**config.mk**
```make
export PLATFORM = sky130hd
export DESIGN_NAME = controller_command_packet_decoder_unit
export DESIGN_NICKNAME = d
export VERILOG_FILES = /design/src/rtl/ccpd_pkg.sv /design/src/rtl/ccpd_capture.sv /design/src/rtl/ccpd_decode.sv /design/src/rtl/controller_command_packet_decoder_unit.sv
export SDC_FILE = /design/constraint.sdc
export NUM_CORES = 1
export LEC_CHECK = 0
export CORE_MARGIN = 5
export CORE_UTILIZATION = 31
export DETAILED_ROUTE_END_ITERATION = 7
export DONT_BUFFER_PORTS = 1
export PLACE_DENSITY = 0.52
export RECOVER_POWER = 25
export SYNTH_ARGS = -nofsm -noshare
export SYNTH_HDL_FRONTEND = slang
export SYNTH_SLANG_ARGS = --single-unit
```
**constraint.sdc**
```tcl
create_clock -name clk -period 4.44 [get_ports clk]
set_input_delay 0.888 -clock clk [delete_from_list [all_inputs] [get_ports clk]]
set_output_delay 0.888 -clock clk [all_outputs]
set_load 0.02 [all_outputs]
```
**src/rtl/ccpd_pkg.sv**
```systemverilog
// ----------------------------------------------------------------------------
// ccpd_pkg
// Types and constants shared by the command packet decoder modules.
// ----------------------------------------------------------------------------
package ccpd_pkg;

  // packet framing
  localparam logic [7:0]  PACKET_ID     = 8'h0a;
  localparam logic [7:0]  GROUP_SCRIPT  = 8'h00;
  localparam logic [7:0]  GROUP_CONTROL = 8'h20;
  localparam logic [2:0]  LAST_POS      = 3'd7;
  localparam logic [2:0]  MIN_LAST_POS  = 3'd6;
  localparam logic [15:0] LAST_SAMPLE   = 16'd501;
  localparam logic [15:0] LAST_SLOT     = 16'd15;

  // byte positions inside a packet
  localparam logic [2:0] POS_ID        = 3'd0;
  localparam logic [2:0] POS_GROUP     = 3'd1;
  localparam logic [2:0] POS_SELECTOR  = 3'd4;
  localparam logic [2:0] POS_ARG_LOW   = 3'd5;
  localparam logic [2:0] POS_ARG_HIGH  = 3'd6;

  // selectors
  localparam logic [7:0] SEL_0 = 8'd0;
  localparam logic [7:0] SEL_1 = 8'd1;
  localparam logic [7:0] SEL_2 = 8'd2;
  localparam logic [7:0] SEL_3 = 8'd3;
  localparam logic [7:0] SEL_4 = 8'd4;
  localparam logic [7:0] SEL_5 = 8'd5;
  localparam logic [7:0] SEL_6 = 8'd6;
  localparam logic [7:0] SEL_7 = 8'd7;
  localparam logic [7:0] SEL_8 = 8'd8;
  localparam logic [7:0] SEL_9 = 8'd9;

  // command kinds
  localparam logic [3:0] KIND_HOSTCAP    = 4'd0;
  localparam logic [3:0] KIND_XFERSTAT   = 4'd1;
  localparam logic [3:0] KIND_CAPS       = 4'd2;
  localparam logic [3:0] KIND_STEER      = 4'd3;
  localparam logic [3:0] KIND_FFB        = 4'd4;
  localparam logic [3:0] KIND_SAMPLES    = 4'd5;
  localparam logic [3:0] KIND_SLOT       = 4'd6;
  localparam logic [3:0] KIND_SCRIPTSTAT = 4'd7;
  localparam logic [3:0] KIND_VALUES     = 4'd8;
  localparam logic [3:0] KIND_AXES       = 4'd9;
  localparam logic [3:0] KIND_EXTSTAT    = 4'd10;

  // input transaction
  typedef struct packed {
    logic [7:0] data_byte;
    logic       final_byte;
  } in_t;

  // result transaction
  typedef struct packed {
    logic        accepted;
    logic [3:0]  kind;
    logic [15:0] argument;
  } out_t;

  // complete packet snapshot handed from capture to decode
  typedef struct packed {
    logic        length_ok;
    logic [7:0]  id_byte;
    logic [7:0]  group_byte;
    logic [7:0]  selector_byte;
    logic [15:0] param;
  } pkt_t;

endpackage

```
**src/rtl/ccpd_capture.sv**
```systemverilog
// ----------------------------------------------------------------------------
// ccpd_capture
// Byte counter and field capture; registers a packet snapshot on the last byte.
// ----------------------------------------------------------------------------
module ccpd_capture (
  input  logic          clk,
  input  logic          rst,
  input  logic          cmd_valid,
  input  ccpd_pkg::in_t cmd,
  output logic          cmd_stall,
  output logic          pkt_valid,
  output ccpd_pkg::pkt_t pkt,
  input  logic          pkt_take
);
  import ccpd_pkg::*;

  logic [2:0] byte_count;
  logic [7:0] id_byte;
  logic [7:0] group_byte;
  logic [7:0] selector_byte;
  logic [7:0] arg_low;
  logic [7:0] arg_high;

  logic       take;
  pkt_t       pkt_next;

  // stall only while a finished packet cannot move on
  assign cmd_stall = pkt_valid && !pkt_take;
  assign take      = cmd_valid && !cmd_stall;

  // merge the current byte into the captured fields
  always_comb begin
    pkt_next.length_ok     = (byte_count >= MIN_LAST_POS);
    pkt_next.id_byte       = (byte_count == POS_ID)       ? cmd.data_byte : id_byte;
    pkt_next.group_byte    = (byte_count == POS_GROUP)    ? cmd.data_byte : group_byte;
    pkt_next.selector_byte = (byte_count == POS_SELECTOR) ? cmd.data_byte : selector_byte;
    pkt_next.param[7:0]    = (byte_count == POS_ARG_LOW)  ? cmd.data_byte : arg_low;
    pkt_next.param[15:8]   = (byte_count == POS_ARG_HIGH) ? cmd.data_byte : arg_high;
  end

  // saturating position counter
  always_ff @(posedge clk) begin
    if (rst) begin
      byte_count <= '0;
    end else if (take) begin
      if (cmd.final_byte) begin
        byte_count <= '0;
      end else if (byte_count != LAST_POS) begin
        byte_count <= byte_count + 3'd1;
      end
    end
  end

  // captured packet bytes
  always_ff @(posedge clk) begin
    if (rst) begin
      id_byte       <= '0;
      group_byte    <= '0;
      selector_byte <= '0;
      arg_low       <= '0;
      arg_high      <= '0;
    end else if (take) begin
      id_byte       <= pkt_next.id_byte;
      group_byte    <= pkt_next.group_byte;
      selector_byte <= pkt_next.selector_byte;
      arg_low       <= pkt_next.param[7:0];
      arg_high      <= pkt_next.param[15:8];
    end
  end

  // snapshot register for a complete packet
  always_ff @(posedge clk) begin
    if (rst) begin
      pkt_valid <= 1'b0;
    end else if (take && cmd.final_byte) begin
      pkt_valid <= 1'b1;
    end else if (pkt_take) begin
      pkt_valid <= 1'b0;
    end
  end

  always_ff @(posedge clk) begin
    if (take && cmd.final_byte) begin
      pkt <= pkt_next;
    end
  end

endmodule

```
**src/rtl/ccpd_decode.sv**
```systemverilog
// ----------------------------------------------------------------------------
// ccpd_decode
// Validates a captured packet, maps it to a command kind and registers the result.
// ----------------------------------------------------------------------------
module ccpd_decode (
  input  logic           clk,
  input  logic           rst,
  input  logic           pkt_valid,
  input  ccpd_pkg::pkt_t pkt,
  output logic           pkt_take,
  output logic           rsp_valid,
  input  logic           rsp_stall,
  output ccpd_pkg::out_t rsp
);
  import ccpd_pkg::*;

  out_t dec;

  // result register can load when empty or draining
  assign pkt_take = !rsp_valid || !rsp_stall;

  // command decode
  always_comb begin
    dec = '0;
    if (pkt.length_ok && pkt.id_byte == PACKET_ID) begin
      if (pkt.group_byte == GROUP_CONTROL) begin
        case (pkt.selector_byte)
          SEL_0: begin
            dec.accepted = 1'b1;
            dec.kind     = KIND_HOSTCAP;
            dec.argument = {8'h00, pkt.param[7:0]};
          end
          SEL_1: begin
            dec.accepted = 1'b1;
            dec.kind     = KIND_XFERSTAT;
            dec.argument = pkt.param;
          end
          default: dec = '0;
        endcase
      end else if (pkt.group_byte == GROUP_SCRIPT) begin
        dec.accepted = 1'b1;
        dec.argument = pkt.param;
        case (pkt.selector_byte)
          SEL_0: dec.kind = KIND_CAPS;
          SEL_1: dec.kind = KIND_STEER;
          SEL_2: begin
            dec.kind     = KIND_FFB;
            dec.argument = {8'h00, pkt.param[7:0]};
          end
          SEL_3: dec.kind = KIND_XFERSTAT;
          SEL_4: dec.kind = KIND_SAMPLES;
          SEL_5: dec.kind = KIND_SLOT;
          SEL_6: dec.kind = KIND_SCRIPTSTAT;
          SEL_7: dec.kind = KIND_VALUES;
          SEL_8: dec.kind = KIND_AXES;
          SEL_9: dec.kind = KIND_EXTSTAT;
          default: dec.accepted = 1'b0;
        endcase
        // range checks on sample and slot parameters
        if (pkt.selector_byte == SEL_4 && pkt.param > LAST_SAMPLE) begin
          dec.accepted = 1'b0;
        end
        if (pkt.selector_byte == SEL_5 && pkt.param > LAST_SLOT) begin
          dec.accepted = 1'b0;
        end
        if (!dec.accepted) begin
          dec = '0;
        end
      end
    end
  end

  // result register
  always_ff @(posedge clk) begin
    if (rst) begin
      rsp_valid <= 1'b0;
    end else if (pkt_take) begin
      rsp_valid <= pkt_valid;
    end
  end

  always_ff @(posedge clk) begin
    if (pkt_take && pkt_valid) begin
      rsp <= dec;
    end
  end

endmodule

```
**src/rtl/controller_command_packet_decoder_unit.sv**
```systemverilog
// ----------------------------------------------------------------------------
// controller_command_packet_decoder_unit
// Byte-serial command packet decoder: one result transaction per packet.
// ----------------------------------------------------------------------------
// Throughput: one byte transaction per cycle; the byte side stalls only while
//   a packet snapshot waits behind a stalled result.
// Path: the last byte loads the snapshot register, which then loads the result
//   register once that register is empty or draining.
// Reset: rst clears the byte count, captured bytes and both valid flags;
//   the first byte after reset is taken as byte zero.
module controller_command_packet_decoder_unit (
  input  logic           clk,
  input  logic           rst,
  input  logic           cmd_valid,
  output logic           cmd_stall,
  input  ccpd_pkg::in_t  cmd,
  output logic           rsp_valid,
  input  logic           rsp_stall,
  output ccpd_pkg::out_t rsp
);
  import ccpd_pkg::*;

  logic pkt_valid;
  logic pkt_take;
  pkt_t pkt;

  // byte capture and packet snapshot
  ccpd_capture u_capture (
    .clk       (clk),
    .rst       (rst),
    .cmd_valid (cmd_valid),
    .cmd       (cmd),
    .cmd_stall (cmd_stall),
    .pkt_valid (pkt_valid),
    .pkt       (pkt),
    .pkt_take  (pkt_take)
  );

  // decode and result register
  ccpd_decode u_decode (
    .clk       (clk),
    .rst       (rst),
    .pkt_valid (pkt_valid),
    .pkt       (pkt),
    .pkt_take  (pkt_take),
    .rsp_valid (rsp_valid),
    .rsp_stall (rsp_stall),
    .rsp       (rsp)
  );

endmodule

```
### After elaboration in Yosys (flattened, before gate mapping)

Cells that the tools add are included.

| operators by class | value |
|---|---|
| $lt $le $gt $ge | 3 |
| mux-type cells | 21 |
| equality and inequality tests | 16 |
| reductions and logical operators | 19 |
| add/sub/neg operators | 1 |

Operators with widths:

| cell | number |
|---|---|
| 2-to-1 mux 21 bit | 3 |
| one-hot mux 21 bit (2 select lines) | 1 |
| 2-to-1 mux 8 bit | 5 |
| one-hot mux 4 bit (10 select lines) | 1 |
| == test 8 x 3 -> 1 bit (second input constant) | 4 |
| == test 8 x 4 -> 1 bit (second input constant) | 3 |
| == test 8 x 2 -> 1 bit (second input constant) | 2 |
| greater-than comparator 16 x 4 -> 1 bit (second input constant) | 1 |
| greater-than comparator 16 x 9 -> 1 bit (second input constant) | 1 |
| logical NOT 8 bit | 2 |
| 2-to-1 mux 16 bit | 1 |
| OR reduction 10 bit | 1 |
| == test 3 bit (second input constant) | 3 |
| == test 8 x 1 -> 1 bit (second input constant) | 1 |
| == test 8 x 6 -> 1 bit (second input constant) | 1 |
| 2-to-1 mux 1 bit | 8 |
| logical AND 1 bit | 7 |
| 2-to-1 mux 3 bit | 2 |
| logical NOT 1 bit | 4 |
| nonzero test 2 bit | 2 |
| adder 3 x 1 -> 3 bit (second input constant) | 1 |
| == test 3 x 1 -> 1 bit (second input constant) | 1 |
| greater-or-equal comparator 3 bit (second input constant) | 1 |
| logical NOT 3 bit | 1 |
| other kinds (3) | 3 |

| storage, ports and cells | value |
|---|---|
| output and inout bits | 23 |
| flip-flop bits (word level) | 107 |
| bits of input ports | 13 |

### Longest topological paths before layout

Gate-level depths: netlist of run 1.

| logic depth | value |
|---|---|
| depth after elaboration | 11 |
| gate-level depth with buffers | 7 |
| gate-level depth less buffers | 6 |

### By module

Synthesis of run 1 repeated with hierarchy kept, for this count alone.

| unflattened totals | value |
|---|---|
| cell total of the unflattened synthesis | 352 |
| area total of the unflattened synthesis | 4749.6 sq um |

By module, submodules not included:

| module | times used | cells each | area an instance (sq um) |
|---|---|---|---|
| ccpd_capture | 1 | 261 | 3607.2 |
| ccpd_decode | 1 | 91 | 1142.3 |

### Worst setup path after synthesis of run 1

No wires, ideal clock.

| timing | value |
|---|---|
| path kind | in2reg |
| start point | in rsp_stall |
| end point | reg, netlist name u_decode.rsp[0] |
| setup time | 0.431 ns |
| setup slack | 1.532 ns |
| stages | 1 |
| arrival | 2.477 ns |
| cell sequence | a21boi_0 |

| between the ends | value |
|---|---|
| word-level cells in the longest chain between the ends | 3 |

Ends and longest elaborated chain:

| element | RTL line | RTL |
|---|---|---|
| from (decl) | controller_command_packet_decoder_unit.sv:18 | `input logic rsp_stall,` |
| logical NOT 1 bit | ccpd_decode.sv:20 | `assign pkt_take = !rsp_valid \|\| !rsp_stall;` |
| logical OR 1 bit | ccpd_decode.sv:20 |  |
| logical AND 1 bit | ccpd_decode.sv:83 | `if (pkt_take && pkt_valid) begin` |

No other way between the ends.
A chain may end at the register's enable or synchronous reset.

### Worst setup path in the final report of run 1

| timing | value |
|---|---|
| start point | in rsp_stall |
| end point | reg, netlist name u_capture.pkt[25] |

| between the ends | value |
|---|---|
| word-level cells in the longest chain between the ends | 7 |

Ends and longest elaborated chain:

| element | RTL line | RTL |
|---|---|---|
| logical NOT 1 bit | ccpd_decode.sv:20 |  |
| logical OR 1 bit | ccpd_decode.sv:20 |  |
| logical NOT 1 bit | ccpd_capture.sv:28 | `assign cmd_stall = pkt_valid && !pkt_take;` |
| logical AND 1 bit | ccpd_capture.sv:28 |  |
| logical NOT 1 bit | ccpd_capture.sv:29 | `assign take = cmd_valid && !cmd_stall;` |
| logical AND 1 bit | ccpd_capture.sv:29 |  |
| logical AND 1 bit | ccpd_capture.sv:83 | `if (take && cmd.final_byte) begin` |

No other way between the ends.

==> results of run 1 <==
## stage by stage
| step | utilization [%] | setup slack, ns | std cells | hold WS (ns) | area (sq um) |
|---|---|---|---|---|---|
| 2_1_floorplan | - | 1.53 | 384 | 0.452 | 4440 |
| 3_3_place_gp | 33.1 | 2.08 | 549 | 0.464 | 4630 |
| 3_5_place_dp | 33.1 | 2.09 | 549 | 0.483 | 4630 |
| 4_1_cts | 35.1 | 2.07 | 565 | 0.495 | 4910 |
| 5_1_grt | 35.0 | 1.89 | 565 | 0.516 | 4900 |
| 6_report | 35.0 | 2.20 | 565 | 0.490 | 4900 |
## cell type report
type                    count  share of cell area [%]
clock buffers               9                    4.59
clock inverters             7                    1.20
inverters                   7                   0.536
multi-input cells         251                    32.3
flip-flops and latches    107                    56.4
well taps                 180                    4.59
repair buffers              4                   0.459
## path summary, 6_finish.rpt
| path | end | cells past startpoint | from |
|---|---|---|---|
| worst max-delay path | u_capture.pkt[25] | 5 | rsp_stall |
| worst min-delay path | u_decode.rsp_valid | 2 | u_capture.pkt_valid |
| worst max register to register | u_decode.rsp[11] | 5 | u_capture.pkt[36] |
| worst min register to register | u_decode.rsp_valid | 2 | u_capture.pkt_valid |
## tightest hold or removal path: stages (launching register included)
cell and delay [ns]:
dfxtp_1 0.34, a21oi_1 0.05, nor2_1 0.07
## cells in the final DEF (no fill, tap or decap), types with 3 or more instances in the layout
master     instances
nor2_1            93
edfxtp_1          62
nor3_1            46
dfxtp_1           45
mux2_2            33
nor2b_1           19
nand2_1           11
clkbuf_16          9
inv_1              7
mux2_1             7
a21oi_1            7
ha_1               5
o21ai_0            3
## registers in the layout, summed over array words and instances (netlist names)
name	count
u_capture.group_byte	8
u_capture.selector_byte	8
u_decode.rsp_valid	1
u_decode.rsp	21
u_capture.pkt_valid	1
u_capture.arg_low	8
u_capture.pkt	41
u_capture.id_byte	8
u_capture.arg_high	8
u_capture.byte_count	3
## logic make-up (layout without fill, tap and decap cells)
| family | after synthesis | in the layout | share of synthesized area (%) |
|---|---|---|---|
| flip-flops | 107 | 107 | 62.2 |
| multiplexers | 41 | 41 | 10.4 |
| adder cells (fa/ha/maj) | 5 | 5 | 1.41 |
| AND/OR/NAND/NOR | 184 | 184 | 19.4 |
| AO/OA/AOI/OAI | 21 | 21 | 4.34 |
| buffers and inverters | 26 | 27 | 2.23 |
## per-layer routing
| layer | vias up | track usage (%) | wire [um] |
|---|---|---|---|
| met5 | - | 0 | 0 |
| met4 | 0 | 3.48 | 103 |
| met3 | 11 | 4.12 | 473 |
| met2 | 53 | 17.7 | 4100 |
| met1 | 1269 | 14.5 | 4170 |
| li1 | 1338 | - | - |
## power groups by stage
stage,combinational (mW),sequential [mW],clock (mW)
finish,0.126,1.13,0.759
floorplan,0.111,1.14,0
global placement,0.126,1.15,0
detailed placement,0.129,1.15,0
global route,0.145,1.13,0.825
CTS,0.130,1.13,0.789
==> results.md, run 1 <==
* Worst Path Max Fanout at 20
* All-Layer GR Usage at 11.3%
* Async SR Flop Fraction at 0%
* Yosys warnings at 0
* Top_reg_cell synth: edfxtp_1
* Worst Tran Pin Value at 1.15 ns
* Startpoint Class: primary input
* Kind of critical path: primary input to register
* Pwr/cell area at 410 nW/um^2
* Synthesized instance count at 384
* Clock share of power at 37.7%
* Top delay family on crit path: buffers and inverters
* Clk slew on worst S/H paths at 0.07 ns
* Core Area at 14,000 sq um
* DRT iter0 DRCs at 107
* Initial antenna violation count at 0
* Rel. slew slack at 23.6%
* Final hold viol count at 0
* Max incr delay on CP at 0.85 ns
* Post-synth EDFFs at 62
* Crit-path slowest cell: clkbuf_1
* Internal at 1.54 mW
* Fraction of layout cells with a size suffix above 1 at 15.6%
* Tcrit/Tclk final at 50.5%
* Sw Share at 23.3%
* Multi-input logic area at 1580 sq um
* Mapped Nets at 402
* GP Congestion at 0.786
* Number of gates resized after cts at 0
* Post-Syn Area at 4440 sq um
* Largest net degree at the start of global routing at 46
* Total Power at 2.01 mW
* Gate power share at 6.3%
* Crit path buf inv count at 2
* FF+latch count, synth at 107
* RSZ-0062 raised after global routing: no
* Commonest cells in the netlist: nor2_1, edfxtp_1, nor3_1, dfxtp_1, mux2_2
* ANT cells at 0
* Clk root buf: clkbuf_16
* # DRC at 0
* CTS max path bufs at 2
* Initial Util at 31.7%
* ANT nets after route at 0
* Synth area leaders: edfxtp_1, dfxtp_1, mux2_2, nor2_1, nor3_1
* Cell with the most instances after synthesis: nor2_1
* Postcts setup bufs at 0
* Syn Area/Cell at 11.6 sq um
* Vias in the first global route at 2,671
* Row count at 43
* Setup violators final at 0
* Post-Route WL at 8850 um
* Max-slew violations at 0
* Sequential share of power at 56.0%
* I/O Buffers at 0
* Ports at 36
* Final nets at 398
* Net Sw Power at 0.468 mW
* Max Clock Skew at 0.00657 ns
* CP arrival at 2.20 ns
* Biggest area consumer among synthesized cells: edfxtp_1
* Worst setup EP type: register
* Layout overhead on the synthesized area at 10.4%
* Hold Crit Class: register to register
* Filler cell count at 1,381
* Chip height at 130 um
* Die area at 16,800 sq um
* Final min period at 2.24 ns
* First-pass GRT wire length at 14,300 um
* Status: finished, final reports clean
* Die width at 130 um
* Initial DRT Pass Iterations at 5
* CTS HTree Levels at 3
* Setup TNS Final at 0 ns
* CTS Buf Count at 9
* Wirelength per Cell at 15.7 um
* Crit-path cells: nand3_1 > and2_0 > nand2_1 > inv_1 > clkbuf_1
* Yosys top cell area share at 41.9%
* Register area at 2760 sq um
* Vias at 2,671
* Flop2flop setup slack at 2.20 ns
* Leak Pwr at 1.77 nW
* Hold buffer count at CTS at 0
* CTS Sinks at 107
* Clock insertion delay at the later pin of the skew report at 0.35 ns
* CTS tree: done
* Yosys cell types at 37
* Max VDD drop at 0.250 mV
* Vias per cell at 4.73
* Required @ worst endpoint at 4.40 ns
* DP Wirelength at 5980 um
* Fmax at 0.446 GHz
* Count of max-cap constraint violations at 0
* Overflow after GRT at 0
* Register area share after synthesis at 62.2%
(Power assumes the default switching activity.)
==> run 2: changes to the inputs <==
--- a/config.mk
+++ b/config.mk
@@ -9,7 +9,7 @@
 export CORE_UTILIZATION = 31
 export DETAILED_ROUTE_END_ITERATION = 7
 export DONT_BUFFER_PORTS = 1
-export PLACE_DENSITY = 0.52
+export PLACE_DENSITY = 0.53
 export RECOVER_POWER = 25
 export SYNTH_ARGS = -nofsm -noshare
 export SYNTH_HDL_FRONTEND = slang
==> constraint.sdc (replaced) <==
create_clock -name clk -period 1.9 [get_ports clk]
set_input_delay 0.38 -clock clk [delete_from_list [all_inputs] [get_ports clk]]
set_output_delay 0.38 -clock clk [all_outputs]
set_load 0.02 [all_outputs]
==> run 2 against run 1 <==
Against the previous run: the flow now finishes with violations (negative setup slack); register-to-register slack lost 2.2 ns; clock-buffer cell count unchanged; sequential power grew 130%; largest cell class unchanged; via count increased by 3.9%; global-route usage hardly changed; wire length rose by 2.6%; critical path type is now register to register.
==> results.md, run 2 (synthesis gave the netlist of run 1 again) <==
* Worst r2r src: u_capture.pkt[23]
* Die area at 16,800 sq um
* Crit-path slowest cell: edfxtp_1
* Largest net degree at the start of global routing at 46
* Top cell by count, worst path: buf_4
* Setup violators final at 7
* RSZ-0062 raised after global routing: yes
* R2r endpoint: u_decode.rsp[9]
* Kind of critical path: register to register
* Max VDD drop at 0.411 mV
* Max Clock Skew at 0.00708 ns
* Worst Path Max Fanout at 8
* Fin worst setup slack at -0.0207 ns
* Clk root buf: clkbuf_16
* CTS tree: done
* Dpl cells at 567
* Hold Slack at 0.110 ns
* Most frequent cells in the layout: nor2_1, edfxtp_1, dfxtp_1, nor3_1, mux2_2
* Clk slew on worst S/H paths at 0.07 ns
* DRT iter0 DRCs at 135
* Fmax at 0.521 GHz
* Required @ worst endpoint at 1.99 ns
* Reg with most FFs: u_capture.pkt
* Violated checks: negative setup slack
* Final hold viol count at 0
* Vias at 2,775
* WHS Endpoint: u_capture.id_byte[6]
* All-Layer GR Usage at 11.3%
* Layout overhead on the synthesized area at 16.5%
* I/O Buffers at 0
* Initial antenna violation count at 0
* Reg2reg path depth at 6
* Max-slew violations at 0
* Post-Route WL at 9080 um
* Vias in the first global route at 2,800
* GP Congestion at 0.794
* Count of max-cap constraint violations at 0
* Initial Util at 31.7%
* CP arrival at 2.01 ns
* Final min period at 1.92 ns
* Top Registers: u_capture.pkt x41, u_decode.rsp x21
* Ports at 36
* ANT nets after route at 0
* Row count at 43
* ANT cells at 0
* Crit-path cells: nor4_4 > buf_4 > o2111ai_1 > buf_4 > a32oi_4 > nor2b_1
* Tcrit/Tclk final at 101%
* Top delay family on crit path: compound AO/OA/AOI/OAI gates
* First-pass GRT wire length at 14,700 um
* Hold buffer count at CTS at 0
* Crit path buf inv count at 2
* Total Power at 4.76 mW
* Rel. slew slack at 67.8%
* Non-filler instance count after layout at 584
* Status: finished with violations
* Wirelength per Cell at 15.5 um
* Flop2flop setup slack at -0.02 ns
* DP Wirelength at 5940 um
* Vias per cell at 4.75
* Hold Crit Class: primary input to register
* CTS Buf Count at 9
* Max incr delay on CP at 0.41 ns
* Die width at 130 um
* Fraction of layout cells with a size suffix above 1 at 24.3%
* CTS max path bufs at 2
* Core Area at 14,000 sq um
* CTS Sinks at 107
* Pwr/cell area at 920 nW/um^2
* CTS HTree Levels at 3
* Worst Tran Pin Value at 0.482 ns
* Clock insertion delay at the later pin of the skew report at 0.34 ns
* Setup TNS Final at -0.100 ns
* Hold Crit Start: rst
* Leak Pwr at 1.90 nW
* Chip height at 130 um
* Most common cell after layout, fill and taps aside: nor2_1
* Overflow after GRT at 0
* Max reg flops at 41
* WHS Path Cells at 1
* Worst setup EP type: register
* Initial DRT Pass Iterations at 4
* Final nets at 417
* Core Util, Final at 37.0%
* # DRC at 0
* Startpoint Class: register
[run 2: changes by cell type in the layout (fill, tap and decap cells not counted), moves of 2 or more]
cell	change
nor3_2	+2
mux2_2	+7
clkbuf_1	-2
buf_4	+14
buf_12	+3
mux2_1	-7
nor4_1	-2
nor4b_2	+2
buf_6	+2
nor4b_1	-2
nor3_1	-3
[run 2: area by class of cell]
class | instances | area [sq um]
Clock buffer | 9 | 225
Clock inverter | 7 | 58.8
Fill cell | 1354 | 8820
Inverter | 7 | 30.0
Multi-Input combinational cell | 252 | 1660
Sequential cell | 107 | 2760
Tap cell | 180 | 225
Timing Repair Buffer | 22 | 208
[run 2: worst max path at each step]
| stage | from | endpoint | slack, ns | cells past startpoint |
|---|---|---|---|---|
| after global placement | u_capture.pkt[23] | u_decode.rsp[9] | -0.06 | 6 |
| after floorplan | u_decode.rsp_valid | u_capture.pkt[0] | -0.01 | 6 |
| after detailed placement | u_capture.pkt[32] | u_decode.rsp[9] | -0.12 | 8 |
| after global routing | u_capture.pkt[23] | u_decode.rsp[9] | -0.12 | 6 |
| final | u_capture.pkt[23] | u_decode.rsp[9] | -0.02 | 6 |
| after CTS | u_capture.pkt[23] | u_decode.rsp[9] | 0.0003 | 6 |
[run 2: repair_timing]
action | 4_1_cts | 5_1_grt
pin swaps | 4 | 7
setup endpoints to repair | 17 | 19
resized for setup | 6 | 7
buffers inserted | 0 | 1
gates cloned | 0 | 1
[run 2: per-layer routing]
metal  vias to the layer above  part of all wire, %  GRT usage (%)
met5                         -                    0              0
li1                       1384                    -              -
met3                        15                  5.6           4.33
met1                      1320                   46           14.1
met2                        56                   47           18.1
met4                         0                  1.8           3.42
[run 2: where the power goes]
group	switching, mW	internal (mW)	leakage, nW
Sequential	0.0641	2.57	0.983
Clock	0.872	0.913	0.139
Combinational	0.180	0.157	0.780
Total	1.12	3.64	1.90
[run 2: stage by stage]
step	instance area [sq um]	setup WS, ns
6_report	5170	-0.0207
5_1_grt	5170	-0.118
4_1_cts	5140	0.000251
3_5_place_dp	4820	-0.119
3_3_place_gp	4820	-0.0627
2_1_floorplan	4470	-0.0111
==> run 3: changes to the inputs <==
--- a/config.mk
+++ b/config.mk
@@ -11,6 +11,7 @@
 export DONT_BUFFER_PORTS = 1
 export PLACE_DENSITY = 0.53
 export RECOVER_POWER = 25
+export SETUP_SLACK_MARGIN = 0.05
 export SYNTH_ARGS = -nofsm -noshare
 export SYNTH_HDL_FRONTEND = slang
 export SYNTH_SLANG_ARGS = --single-unit
==> run 3 against run 2 <==
Against the previous run: the run now ends clean; critical path depth stayed put; total power hardly changed; cell count stayed put; setup slack better by 0.054 ns; die area stayed put.
==> results.md, run 3 (synthesis gave the netlist of run 1 again) <==
* Crit-path cells: nor4_4 > buf_4 > o2111ai_1 > buf_4 > a32oi_4 > nor2b_1
* Internal at 3.64 mW
* Placed cell area at 4820 sq um
* Initial DRT Pass Iterations at 4
* Most frequent cells in the layout: nor2_1, edfxtp_1, dfxtp_1, nor3_1, mux2_2
* Worst Tran Pin Value at 0.482 ns
* Top Registers: u_capture.pkt x41, u_decode.rsp x21
* Clock share of power at 37.5%
* Hold Crit Class: primary input to register
* Initial Util at 31.7%
* Post-Route WL at 8960 um
* Clock insertion delay at the later pin of the skew report at 0.34 ns
* Setup violators final at 0
* All-Layer GR Usage at 11.3%
* Worst Path Max Fanout at 8
* Row count at 43
* Required @ worst endpoint at 1.99 ns
* Vias at 2,758
* Ports at 36
* CTS max path bufs at 2
* First-pass GRT wire length at 14,700 um
* CTS Buf Count at 9
* Dpl cells at 567
* CTS HTree Levels at 3
* GP Congestion at 0.794
* Crit-path slowest cell: edfxtp_1
* Leak Pwr at 1.89 nW
* WHS Path Cells at 1
* Most common cell after layout, fill and taps aside: nor2_1
* Clk root buf: clkbuf_16
* Wirelength per Cell at 15.3 um
* Hold buffer count at CTS at 0
* Max reg flops at 41
* Chip height at 130 um
* Setup TNS Final at 0 ns
* Overflow after GRT at 0
* CTS Sinks at 107
* Core Area at 14,000 sq um
* Final instance area at 5160 sq um
* Tcrit/Tclk final at 98.2%
* RSZ-0062 raised after global routing: yes
* DP Wirelength at 5940 um
* Reg with most FFs: u_capture.pkt
* # DRC at 0
* Fraction of layout cells with a size suffix above 1 at 25.0%
* Final hold viol count at 0
* Crit path buf inv count at 2
* Vias per cell at 4.72
* Sw Share at 23.4%
* Vias in the first global route at 2,804
* Net Sw Power at 1.11 mW
* Top delay family on crit path: compound AO/OA/AOI/OAI gates
* WHS Endpoint: u_capture.id_byte[6]
* Die area at 16,800 sq um
* Final nets at 417
* Startpoint Class: register
* Rel. slew slack at 67.9%
* Kind of critical path: register to register
* Worst setup EP type: register
* Status: finished, final reports clean
* Max Clock Skew at 0.00656 ns
* Filler cell count at 1,352
* DRT iter0 DRCs at 123
* Worst r2r src: u_capture.pkt[23]
* Die width at 130 um
* Flop2flop setup slack at 0.03 ns
* Hold Crit Start: rst
* Top cell by count, worst path: buf_4
* Count of max-cap constraint violations at 0
* Initial antenna violation count at 0
* CTS tree: done
* Layout overhead on the synthesized area at 16.3%
* R2r endpoint: u_decode.rsp[9]
* ANT cells at 0
* Clk slew on worst S/H paths at 0.07 ns
* Sequential share of power at 55.4%
* I/O Buffers at 0
* Largest net degree at the start of global routing at 46
* CP arrival at 1.95 ns
* Final min period at 1.87 ns
* Non-filler instance count after layout at 584
* Pwr/cell area at 921 nW/um^2
* Fmax at 0.536 GHz
* Max-slew violations at 0
* Max VDD drop at 0.410 mV
* ANT nets after route at 0
* Reg2reg path depth at 6
* Max incr delay on CP at 0.41 ns
* Gate power share at 7.1%
==> run 3: changes by cell type in the layout (fill, tap and decap cells not counted), sizes merged <==
cell   previous run  this run
a31oi             2         1
buf              21        22
==> run 3: repair_timing <==
action	4_1_cts	5_1_grt
setup endpoints to repair	19	21
setup buffers	1	2
resized for setup	8	5
pin swaps	4	7
==> run 3: final cells by class <==
cell class | instances | area (sq um) | area share (%)
inverter | 7 | 30.0 | 0.582
timing repair buffer | 23 | 208 | 4.02
tap | 180 | 225 | 4.36
clock inverter | 7 | 58.8 | 1.14
sequential | 107 | 2760 | 53.5
multi-input combinational | 251 | 1650 | 32.0
clock buffer | 9 | 225 | 4.36
==> run 3: through the flow <==
stage	hold WS (ns)	utilization, %	power, mW	worst slack [ns]
finish	0.109	36.9	4.75	0.0333
floorplan	0.469	-	2.93	-0.0111
global placement	0.453	34.4	3.00	-0.0627
CTS	0.0826	36.8	4.79	0.00238
detailed placement	0.452	34.4	3.02	-0.119
global route	0.0865	36.9	4.96	-0.0873
==> run 3: power groups by stage <==
stage / clock network (mW) / logic, mW / registers, mW
final: 1.78 / 0.336 / 2.63
after global routing: 1.93 / 0.382 / 2.65
after CTS: 1.82 / 0.338 / 2.63
after detailed placement: 0 / 0.334 / 2.68
after global placement: 0 / 0.326 / 2.68
after floorplan: 0 / 0.265 / 2.67
==> run 3: metal layers <==
metal	track usage (%)	up-vias	part of all wire (%)
met2	18.3	59	47
met1	13.9	1301	45
met3	4.74	11	6.4
met5	0	-	0
li1	-	1387	-
met4	3.36	0	1.3
==> run 3: worst max-delay path by stage <==
| stage | startpoint | end | slack [ns] | depth (start not counted) |
|---|---|---|---|---|
| 6_report | u_capture.pkt[23] | u_decode.rsp[9] | 0.03 | 6 |
| 5_1_grt | u_capture.pkt[23] | u_decode.rsp[9] | -0.09 | 6 |
| 4_1_cts | u_capture.pkt[23] | u_decode.rsp[9] | 0.002 | 6 |
| 3_5_place_dp | u_capture.pkt[32] | u_decode.rsp[9] | -0.12 | 8 |
| 3_3_place_gp | u_capture.pkt[23] | u_decode.rsp[9] | -0.06 | 6 |
| 2_1_floorplan | u_decode.rsp_valid | u_capture.pkt[0] | -0.01 | 6 |
